### src/design/pso_pkg.sv
`timescale 1ns / 1ps
// ----------------------------------------------------------------------------
// pso_pkg
// Shared constants, register indexes and saturation helpers for the particle
// swarm coordinate update pipeline.
// ----------------------------------------------------------------------------
package pso_pkg;

    // Index limits; coordinates beyond them pass through unchanged
    localparam int unsigned MAX_PARTICLES  = 65536;
    localparam int unsigned MAX_DIMENSIONS = 256;

    // Field widths
    localparam int PIDX_W = 16;
    localparam int DIDX_W = 8;
    localparam int Q_W    = 32;
    localparam int SEED_W = 31;
    localparam int FRAC_W = 24;
    localparam int ADDR_W = 3;

    // Pipeline depth: stage 1 takes the input item, the last stage is the
    // output register
    localparam int PIPE_DEPTH = 9;

    // Register indexes on the configuration port
    localparam logic [ADDR_W-1:0] REG_INERTIA  = 3'd0;
    localparam logic [ADDR_W-1:0] REG_COG_GAIN = 3'd1;
    localparam logic [ADDR_W-1:0] REG_SOC_GAIN = 3'd2;
    localparam logic [ADDR_W-1:0] REG_LOWER    = 3'd3;
    localparam logic [ADDR_W-1:0] REG_UPPER    = 3'd4;
    localparam logic [ADDR_W-1:0] REG_ITER     = 3'd5;

    // Register reset values
    localparam logic signed [Q_W-1:0] RST_INERTIA  = 32'sd47186;
    localparam logic signed [Q_W-1:0] RST_COG_GAIN = 32'sd97648;
    localparam logic signed [Q_W-1:0] RST_SOC_GAIN = 32'sd97648;
    localparam logic signed [Q_W-1:0] RST_LOWER    = -32'sd335544;
    localparam logic signed [Q_W-1:0] RST_UPPER    = 32'sd335544;
    localparam logic [SEED_W-1:0]     RST_ITER     = 31'd1;

    // Seed and hash constants
    localparam logic [31:0] HASH_MUL_A    = 32'h7feb352d;
    localparam logic [31:0] HASH_MUL_B    = 32'h846ca68b;
    localparam logic [31:0] SEED_XOR      = 32'hA5A5A5A5;
    localparam logic [31:0] SEED_MUL_ITER = 32'd73856093;
    localparam logic [31:0] SEED_MUL_PART = 32'd19349663;
    localparam logic [31:0] SEED_MUL_DIM  = 32'd83492791;

    localparam logic signed [63:0] SAT_MAX = 64'sh0000_0000_7FFF_FFFF;
    localparam logic signed [63:0] SAT_MIN = 64'shFFFF_FFFF_8000_0000;

    // Clip a signed 64-bit value to the signed 32-bit range
    function automatic logic signed [31:0] sat32(input logic signed [63:0] v);
        logic signed [31:0] res;
        priority if (v > SAT_MAX) begin
            res = SAT_MAX[31:0];
        end else if (v < SAT_MIN) begin
            res = SAT_MIN[31:0];
        end else begin
            res = v[31:0];
        end
        return res;
    endfunction

    // Sign-extend a Q16.16 value to 64 bits
    function automatic logic signed [63:0] sx64(input logic signed [31:0] v);
        return {{32{v[31]}}, v};
    endfunction

endpackage

### src/design/pso_mix.sv
`timescale 1ns / 1ps
// ----------------------------------------------------------------------------
// pso_mix
// Two-stage integer hash of a 32-bit seed; yields a Q0.24 random fraction.
// ----------------------------------------------------------------------------
module pso_mix
    import pso_pkg::*;
(
    input  logic              i_clk,
    input  logic [1:0]        i_en,     // load enables of the two hash stages
    input  logic [31:0]       i_seed,
    output logic [FRAC_W-1:0] o_frac
);

    logic [31:0] r_m1;
    logic [31:0] r_m2;
    logic [31:0] w_s0;
    logic [31:0] w_s1;
    logic [31:0] w_s2;

    assign w_s0 = i_seed ^ (i_seed >> 16);
    assign w_s1 = r_m1 ^ (r_m1 >> 15);
    assign w_s2 = r_m2 ^ (r_m2 >> 16);

    always_ff @(posedge i_clk) begin
        if (i_en[0]) begin
            r_m1 <= w_s0 * HASH_MUL_A;
        end
        if (i_en[1]) begin
            r_m2 <= w_s1 * HASH_MUL_B;
        end
    end

    assign o_frac = w_s2[FRAC_W-1:0];

endmodule

### config.mk
export PLATFORM = sky130hd
export DESIGN_NAME = pso_mix
export DESIGN_NICKNAME = d
export VERILOG_FILES = /design/src/design/pso_pkg.sv /design/src/design/pso_mix.sv
export SDC_FILE = /design/constraint.sdc
export NUM_CORES = 1
export LEC_CHECK = 0
export BUFFER_PORTS_ARGS = -buffer_cell sky130_fd_sc_hd__buf_2
export CAP_MARGIN = 0
export CORE_MARGIN = 2
export CORE_UTILIZATION = 65
export CTS_CLUSTER_SIZE = 25
export DETAILED_ROUTE_END_ITERATION = 6
export PLACE_DENSITY = 0.83
export SLEW_MARGIN = 40
export SYNTH_ARGS = -nofsm -noshare
export SYNTH_HDL_FRONTEND = slang
export SYNTH_SLANG_ARGS = --single-unit
export TNS_END_PERCENT = 100
### constraint.sdc
create_clock -name i_clk -period 14.2 [get_ports i_clk]
set_input_delay 2.13 -clock i_clk [delete_from_list [all_inputs] [get_ports i_clk]]
set_output_delay 2.13 -clock i_clk [all_outputs]
set_load 0.02 [all_outputs]
[After elaboration in Yosys (flattened, before gate mapping)]
Cells that the tools add are included.
Storage, ports and cells
  flip-flop bits (word level): 64
  word-level logic and storage cells: 7
Operators by class
  $mul: 2
  bitwise logic cells: 3
Operators by type and width (count)
  32-bit by 31-bit multiplier with 32-bit output, second input constant: 1
  32-bit by 32-bit multiplier with 32-bit output, second input constant: 1
  32-bit by 16-bit bitwise XOR with 32-bit output: 1
  32-bit by 17-bit bitwise XOR with 32-bit output: 1
  24-bit by 16-bit bitwise XOR with 24-bit output: 1

[Depth between registers and ports, before layout]
Gate-level depths: netlist of the first run.
  depth after elaboration: 2
  mapped depth: 25
  depth with buffers taken out: 25

[Worst setup path after synthesis of the first run]
OpenSTA, ideal clock, no wires.
  path type: input -> register
  start: input i_seed[8]
  end: register r_m1[29] (data pin)
  path slack: 5.902 ns
  arrival time: 8.041 ns
  setup time: 0.258 ns
  stages: 20
  cell sequence: xnor2_1 inv_1 and2_1 fa_1 inv_1 fa_1 fa_1 inv_1 fa_1 fa_1 fa_1 fa_1 ha_1 or3_1 o21ai_0 a21oi_1 a221oi_2 o2111ai_1 a21oi_1 xnor2_1
Between the ends
  cells in the longest elaborated chain, start to end: 2
RTL lines
  from (decl): RTL line pso_mix.sv:11  | input logic [31:0] i_seed,
  32-bit by 16-bit bitwise XOR with 32-bit output: RTL line pso_mix.sv:21  | assign w_s0 = i_seed ^ (i_seed >> 16);
  32-bit by 31-bit multiplier with 32-bit output: RTL line pso_mix.sv:27  | r_m1 <= w_s0 * HASH_MUL_A;
  to (signal assigned): RTL line pso_mix.sv:27
  to (decl): RTL line pso_mix.sv:15  | logic [31:0] r_m1;
No other way between the ends.
A chain may end at the register's enable or synchronous reset.

[Final worst setup path of the first run]
  start: input i_seed[21]
  end: register r_m1[31] (data pin)
Same word-level chain as after synthesis.

==> impl_metrics.yaml, run 1 <==
run_status:
  status: "complete, no violations"
floorplanning:
  ioPinCount: 59
  die_area_mm2: 0.0307
  die_h_um: 175
  core_area_mm2: 0.0288
  die_x_um: 175
  rows: 62
  initial_utilization_pct: 66.2
placed_design:
  dp_hpwl_mm: 42.8
  port-buffer-count: 58
  place_inst: 2250
  place_congestion: 1.00
  post-place-ws_ns: 5.17
clock_tree:
  cts-hold-fix-buffers: 0
  path_clk_slew_ns: 0.06
  cts_root_buf: "clkbuf_16"
  ctsResizeCount: 0
  h-tree-depth: 3
  clock_latency_ns: 0.35
  clock_path_buffers: 2
  clock-sinks: 64
  numCtsBuffers: 9
  cts_tree: "built"
  post_cts_buffers: 0
global_route:
  gr-total-overflow: 0
  first_global_vias: 14172
  antenna_found_initial: 0
  grt_pass1_wl_mm: 78.3
  grt_usage_pct: 34.0
  grt_max_degree: 33
yosys:
  ys.flop_type: "edfxtp_1"
  synth_area_mm2: 0.0190
  synth-edff-count: 64
  syn_inst: 1803
  ys_ff_latch: 64
  avgSynthCellArea_um2: 10.6
  yosys_warnings: 0
  ys_seq_area_share_pct: 10.1
  ys_types: 48
  ys_async_sr_fraction_pct: 0
  syn_nets: 2552
detailed_routing:
  drc_errors: 0
  dr_total_vias: 13014
  drt-pass1-iter-count: 5
  wl_per_cell_um: 21.7
  antenna_left: 0
  post_drt_via_cell_ratio: 5.75
  drt_iter0_drc: 1030
  wirelength_mm: 49.2
sta:
  finalHoldViolCount: 0
  max_slew_margin_pct: 43.4
  rsz0062_at_grt: "false"
  fmax_mhz: 114
  fin_crit_sh_pct: 61.9
  tns_ns: 0
  fin_crit_ns: 8.79
  final.setup_skew_ns: 0.00855
  finalMaxSlewViolations: 0
  setup_ws_ns: 5.41
  worst_pin_slew_ns: 0.843
  setup_viol: 0
job:
  drv_cap: 0
layout:
  fin_nets: 2626
  nFillCells: 2066
  syn_to_final_growth_pct: 5.92
  layout-drive-gt1-share_pct: 5.58
  final_cell_mix: "491 x inv_1, 368 x ha_1, 346 x fa_1"
  final_util_pct: 70.1
  layout.cells.most_common: "inv_1"
  stdcell_count: 2265
  antenna_cells: 0
worst_setup_path:
  critical_path_class: "input port to register"
  cp.arrival_ns: 8.87
  start_kind: "input port"
  required_ns: 14.28
  endpoint_kind: "register"
  cp_max_fo: 8
hold_path:
  hold_path.class: "register to register"
worst paths after layout:
path	from	end	slack, ns	depth (start not counted)
max reg2reg	r_m1[21]	r_m2[31]	5.67	23
max	i_seed[21]	r_m1[31]	5.41	21
min reg2reg	r_m1[0]	r_m2[0]	0.82	2
min	r_m1[0]	r_m2[0]	0.82	2
cells in the mapped netlist (all sizes together) (7+ instances only):
library cell	number	share of area (%)
a21oi	50	1.3
a21o	29	1.1
inv	491	9.7
o21a	7	0.28
nand3	13	0.34
ha	368	24
and2	17	0.56
fa	346	36
xnor2	137	6.3
nor2	38	0.75
buf	9	0.34
nand2b	8	0.26
xor2	85	3.9
and3	14	0.46
edfxtp	64	10
o21bai	8	0.32
o21ai	29	0.76
nand2	30	0.59
nor3	11	0.29
state kept, by name, indices dropped and copies added, names as in the netlist:
name / count
r_m1: 32
r_m2: 32
layout make-up:
type | count | area [um2] | share of cell area, %
tap | 384 | 480 | 2.38
timing repair buffer | 74 | 410 | 2.03
clock inverter | 6 | 37.5 | 0.186
sequential | 64 | 1920 | 9.53
inverter | 492 | 1850 | 9.15
multi-input combinational | 1236 | 15300 | 75.6
clock buffer | 9 | 225 | 1.12
kinds of logic (layout without fill, tap and decap cells):
family	Yosys count	in the layout	synth area share (%)
buffers and inverters	503	581	10.1
and+or+nand+nor	144	144	3.71
AOI/OAI and AO/OA	156	156	5.38
xor gates and xnor gates	222	222	10.2
DFF	64	64	10.1
adders and majority gates	714	714	60.5
per-stage QoR:
step,area [um2],hold WS (ns)
2_1_floorplan,19000,0.745
3_3_place_gp,19900,0.790
3_5_place_dp,19900,0.796
4_1_cts,20200,0.808
5_1_grt,20200,0.822
6_report,20200,0.816
worst max-delay path, cell delays in order:
cell and delay [ns]:
buf_2 0.31, xor2_1 0.58, inv_1 0.27, xnor2_1 0.27, ha_1 0.25, or2_2 0.31
fa_1 0.51, fa_1 0.58, inv_1 0.06, fa_1 0.50, fa_1 0.43, fa_1 0.52
fa_1 0.47, fa_1 0.41, xnor2_1 0.23, xnor2_1 0.18, xnor2_1 0.18, xnor2_1 0.16
xnor2_1 0.11, xnor2_1 0.31, xnor2_1 0.12
layer usage:
metal  vias to the layer above  part of all wire, %  track usage [%]
met2                       614                   46             54.8
met1                      6507                   41             46.6
li1                       5774                    -                -
met3                       119                  8.8             6.51
met5                         -                    0                0
met4                         0                  3.4             11.1
Power of run 1 is not shown: default switching activity piles up to over one toggle a cycle in this logic, so the estimate is an artifact.
==> inputs of run 2 (changes only) <==
- ABC_AREA: not set -> 1
- clock period: 14.2 -> 8.3 ns (I/O delays scaled with it)
==> impl_metrics.yaml, run 2 <==
run_status:
  status: "complete, but fails checks"
  violations: "design-rule violations"
floorplanning:
  core_area_mm2: 0.0303
  die_h_um: 179
  rows: 64
  initial_utilization_pct: 65.5
  die_x_um: 179
  die_area_mm2: 0.0320
  ioPinCount: 59
layout:
  layout.cells.most_common: "inv_1"
  fin_nets: 2941
  nFillCells: 2290
  seqCellArea_mm2: 0.00192
  syn_to_final_growth_pct: 6.19
  final_cell_mix: "606 x inv_1, 368 x ha_1, 346 x fa_1"
  layout-drive-gt1-share_pct: 5.74
  multi_input_area_mm2: 0.0156
  antenna_cells: 0
  reg.largest.list: "r_m1 x32, r_m2 x32"
sta:
  finalHoldViolCount: 0
  max_slew_margin_pct: 41.3
  fin_crit_sh_pct: 93.6
  setup_viol: 0
  fin_crit_ns: 7.77
  fmax_mhz: 129
  tns_ns: 0
  final.setup_skew_ns: 0.0183
  rsz0062_at_grt: "false"
  worst_pin_slew_ns: 0.881
  finalMaxSlewViolations: 0
global_route:
  grt_max_degree: 33
  first_global_vias: 15578
  gr-total-overflow: 0
  antenna_found_initial: 1
  grt_usage_pct: 36.5
  grt_pass1_wl_mm: 85.5
clock_tree:
  clock-sinks: 64
  h-tree-depth: 3
  path_clk_slew_ns: 0.06
  post_cts_buffers: 0
  ctsResizeCount: 0
  cts_root_buf: "clkbuf_16"
  clock_path_buffers: 2
  numCtsBuffers: 9
  cts_tree: "built"
  cts-hold-fix-buffers: 0
  clock_latency_ns: 0.36
detailed_routing:
  drt-pass1-iter-count: 7
  drc_errors: 2
  drt_iter0_drc: 1151
  dr_total_vias: 14472
  antenna_left: 0
  post_drt_via_cell_ratio: 5.58
  wl_per_cell_um: 21.2
  wirelength_mm: 55.1
yosys:
  synthTopCellsByArea: "fa_1 35%, ha_1 23%, inv_1 11%"
  synthAdderAreaFrac_pct: 58.0
  ys_seq_area_share_pct: 9.67
  ys_ff_latch: 64
  syn_nets: 2860
  synth_top_area_share_pct: 34.9
  synth_compound_area_share_pct: 3.92
  ys_top_cells_by_count: "606 x inv_1, 368 x ha_1, 346 x fa_1"
  ys_types: 36
  ys.flop_type: "edfxtp_1"
  yosys_warnings: 0
  avgSynthCellArea_um2: 9.41
  synthSimpleGateAreaFrac_pct: 8.30
  ys_async_sr_fraction_pct: 0
  synth_area_mm2: 0.0199
  syn_inst: 2111
  yosys.area_share.xor_xnor_pct: 8.18
  synth-edff-count: 64
  synth_top_family_by_area: "adder cells"
  synth_mux_area_share_pct: 0
  yosysTopAreaCell: "fa_1"
  synth.most_common_cell: "inv_1"
worst_setup_path:
  cp.arrival_ns: 7.84
  path_cells: "buf_2 > or2_2 > nand2_1 > inv_1 > ha_1 > inv_1 > fa_1 > fa_1 > fa_1 > fa_1 > inv_1 > fa_1 > fa_1 > fa_1 > ha_1 > nand4_1 > nor3_1 > nand4_1 > nand3_1 > nand2_1 > nand2_1 > a21oi_1 > xor2_1"
  cp_max_fo: 7
  endpoint_kind: "register"
  start_kind: "input port"
  critPathMaxStageDelay_ns: 0.59
  critical_path_class: "input port to register"
  required_ns: 8.37
  cpMostUsedCell: "fa_1"
  cpMaxStageDelayCell: "fa_1"
placed_design:
  port-buffer-count: 58
  place_congestion: 1.03
  dp_hpwl_mm: 49.1
hold_path:
  hold_path.class: "register to register"
job:
  drv_cap: 0
==> run 2: cell types whose count changed after synthesis, sizes merged, moves of 9 or more <==
cell	previous run	this run
xnor2	137	62
inv	491	610
nand2	30	245
or2	1	12
nand3	13	41
nor2	38	71
a21o	29	16
and2	17	2
nand4	2	11
and3	14	0
xor2	85	121
==> run 2: final timing paths <==
check / endpoint / from / cells after the start / slack [ns]
worst max-delay path: r_m1[28] / i_seed[27] / 23 / 0.53
worst min register to register: r_m2[0] / r_m1[0] / 2 / 0.82
worst max register to register: r_m2[31] / r_m1[25] / 27 / 0.85
worst min-delay path: r_m2[0] / r_m1[0] / 2 / 0.82
==> run 2: through the flow <==
step / hold slack (ns) / instance area, um2 / util [%] / std cells / worst slack (ns)
2_1_floorplan: 0.745 / 19900 / - / 2111 / 1.07
3_3_place_gp: 0.801 / 20800 / 68.4 / 2577 / 0.347
3_5_place_dp: 0.827 / 20800 / 68.4 / 2577 / 0.292
4_1_cts: 0.828 / 21100 / 69.5 / 2593 / 0.611
5_1_grt: 0.834 / 21100 / 69.5 / 2593 / 0.196
6_report: 0.824 / 21100 / 69.5 / 2593 / 0.534
==> run 2: layer usage <==
layer	wire (um)	vias to the layer above	share of wire (%)	global-route usage (%)
li1	-	6585	-	-
met3	3880	179	7.0	6.79
met5	0	-	0	0
met1	21700	7060	39	45.2
met2	25800	648	47	60.1
met4	3680	0	6.7	21.0
==> run 2: final cells by class <==
class | instances | share of cell area, %
Sequential cell | 64 | 9.11
Clock buffer | 9 | 1.07
Timing Repair Buffer | 82 | 2.23
Tap cell | 396 | 2.35
Clock inverter | 7 | 0.445
Inverter | 610 | 10.9
Multi-Input combinational cell | 1425 | 74.0
==> run 2: kinds of logic (layout without fill, tap and decap cells) <==
logic type / count (synthesis) / after routing
simple gates: 396 / 396
buf+inv: 622 / 708
flops: 64 / 64
fa+ha+maj: 714 / 714
compound gates: 132 / 132
xor+xnor: 183 / 183
==> run 2: critical path, delay by kind of cell <==
family                     cells  cell delay [ns]
xor gates and xnor gates       1             0.17
adders and majority gates      9             4.17
AOI/OAI and AO/OA              1             0.09
buffers and inverters          4             0.55
and+or+nand+nor                8             1.61
Power of run 2 is left out for the same reason.
==> inputs of run 3 (changes only) <==
- MAX_ROUTING_LAYER: not set -> met4
- clock period: 8.3 -> 8.8 ns (I/O delays scaled with it)
==> impl_metrics.yaml, run 3 (same netlist as run 2, synthesis figures left out) <==
clock_tree:
  ctsResizeCount: 0
  clock_latency_ns: 0.35
  cts_root_buf: "clkbuf_16"
  clock_path_buffers: 2
  clock-sinks: 64
  cts-hold-fix-buffers: 0
  cts_tree: "built"
  numCtsBuffers: 9
  h-tree-depth: 3
  path_clk_slew_ns: 0.06
  post_cts_buffers: 0
floorplanning:
  initial_utilization_pct: 65.5
  die_x_um: 179
  rows: 64
  die_h_um: 179
  core_area_mm2: 0.0303
  ioPinCount: 59
  die_area_mm2: 0.0320
worst_setup_path:
  r2r-end: "r_m2[29]"
  endpoint_kind: "register"
  cp_max_fo: 7
  r2r_slack_ns: 1.21
  start_kind: "input port"
  cpMostUsedCell: "fa_1"
  cpMaxStageDelayCell: "fa_1"
  path_cells: "buf_2 > xnor2_1 > inv_1 > ha_1 > fa_1 > inv_1 > fa_1 > fa_1 > fa_1 > inv_1 > fa_1 > fa_1 > fa_1 > ha_1 > nand4_1 > nor3_1 > nand4_1 > nand3_1 > nand2_1 > nand2_1 > a21oi_1 > xor2_1"
  critPathMaxStageDelay_ns: 0.55
  cp.arrival_ns: 8.26
  ff2ff_path_depth: 22
  crit_end: "r_m1[28]"
  critical_path_class: "input port to register"
  rr_startpoint: "r_m1[26]"
  required_ns: 8.89
  crit_start: "i_seed[28]"
layout:
  final_util_pct: 69.6
  nFillCells: 2398
  antenna_cells: 0
  multi_input_area_mm2: 0.0156
  seqCellArea_mm2: 0.00192
  reg.largest.list: "r_m1 x32, r_m2 x32"
  final_cell_mix: "606 x inv_1, 368 x ha_1, 346 x fa_1"
  layout.cells.most_common: "inv_1"
  syn_to_final_growth_pct: 6.23
  layout-drive-gt1-share_pct: 5.78
  fin_nets: 2943
detailed_routing:
  antenna_left: 0
  drc_errors: 0
  post_drt_via_cell_ratio: 5.51
  dr_total_vias: 14297
  wl_per_cell_um: 21.9
  drt-pass1-iter-count: 6
  wirelength_mm: 57.0
  drt_iter0_drc: 1000
sta:
  setup_viol: 0
  fin_crit_sh_pct: 92.9
  worst_pin_slew_ns: 0.859
  setup_ws_ns: 0.626
  tns_ns: 0
  fin_crit_ns: 8.17
  fmax_mhz: 122
  rsz0062_at_grt: "false"
  max_slew_margin_pct: 42.7
  final.setup_skew_ns: 0.0107
  finalHoldViolCount: 0
  whs_ns: 0.806
  finalMaxSlewViolations: 0
placed_design:
  port-buffer-count: 58
  post-place-ws_ns: 0.358
  dp_hpwl_mm: 50.9
  place_congestion: 1.05
global_route:
  grt_pass1_wl_mm: 85.7
  antenna_found_initial: 0
  first_global_vias: 15083
  gr-total-overflow: 0
  grt_max_degree: 33
  grt_usage_pct: 38.5
hold_path:
  hold_path.class: "register to register"
job:
  drv_cap: 0
run_status:
  status: "complete, no violations"
==> run 3: final cells by class <==
type / count / area share [%]
flip-flops and latches: 64 / 9.10
well taps: 396 / 2.35
multi-input cells: 1425 / 73.9
repair buffers: 84 / 2.30
clock buffers: 9 / 1.07
inverters: 610 / 10.8
clock inverters: 7 / 0.486
==> run 3: worst min-delay path by stage <==
stage | startpoint | to | slack (ns) | cells after the start
after floorplan | r_m1[0] | r_m2[0] | 0.75 | 1
after global placement | r_m1[0] | r_m2[0] | 0.79 | 2
after detailed placement | r_m1[0] | r_m2[0] | 0.80 | 2
after CTS | r_m1[0] | r_m2[0] | 0.80 | 2
after global routing | r_m1[0] | r_m2[0] | 0.82 | 2
final | r_m1[0] | r_m2[0] | 0.81 | 2
==> run 3: per-stage QoR <==
| step | area [um2] | std cells |
|---|---|---|
| after CTS | 21100 | 2595 |
| after global routing | 21100 | 2595 |
| after floorplan | 19900 | 2111 |
| final | 21100 | 2595 |
| after global placement | 20800 | 2579 |
| after detailed placement | 20800 | 2579 |
==> run 3: per-layer routing <==
layer	up-vias	global-route usage [%]	part of all wire, %
met5	-	-	0
met4	0	26.7	8.5
met3	199	3.35	4.2
met2	480	66.3	51
met1	7045	42.4	37
li1	6573	-	-
==> run 3: worst max-delay path: cells and delay by family <==
kind / cells / cell delay [ns]
xor+xnor: 2 / 0.64
simple gates: 6 / 1.34
fa+ha+maj: 9 / 4.27
buf+inv: 4 / 0.60
compound gates: 1 / 0.09
Power of run 3 is left out for the same reason.
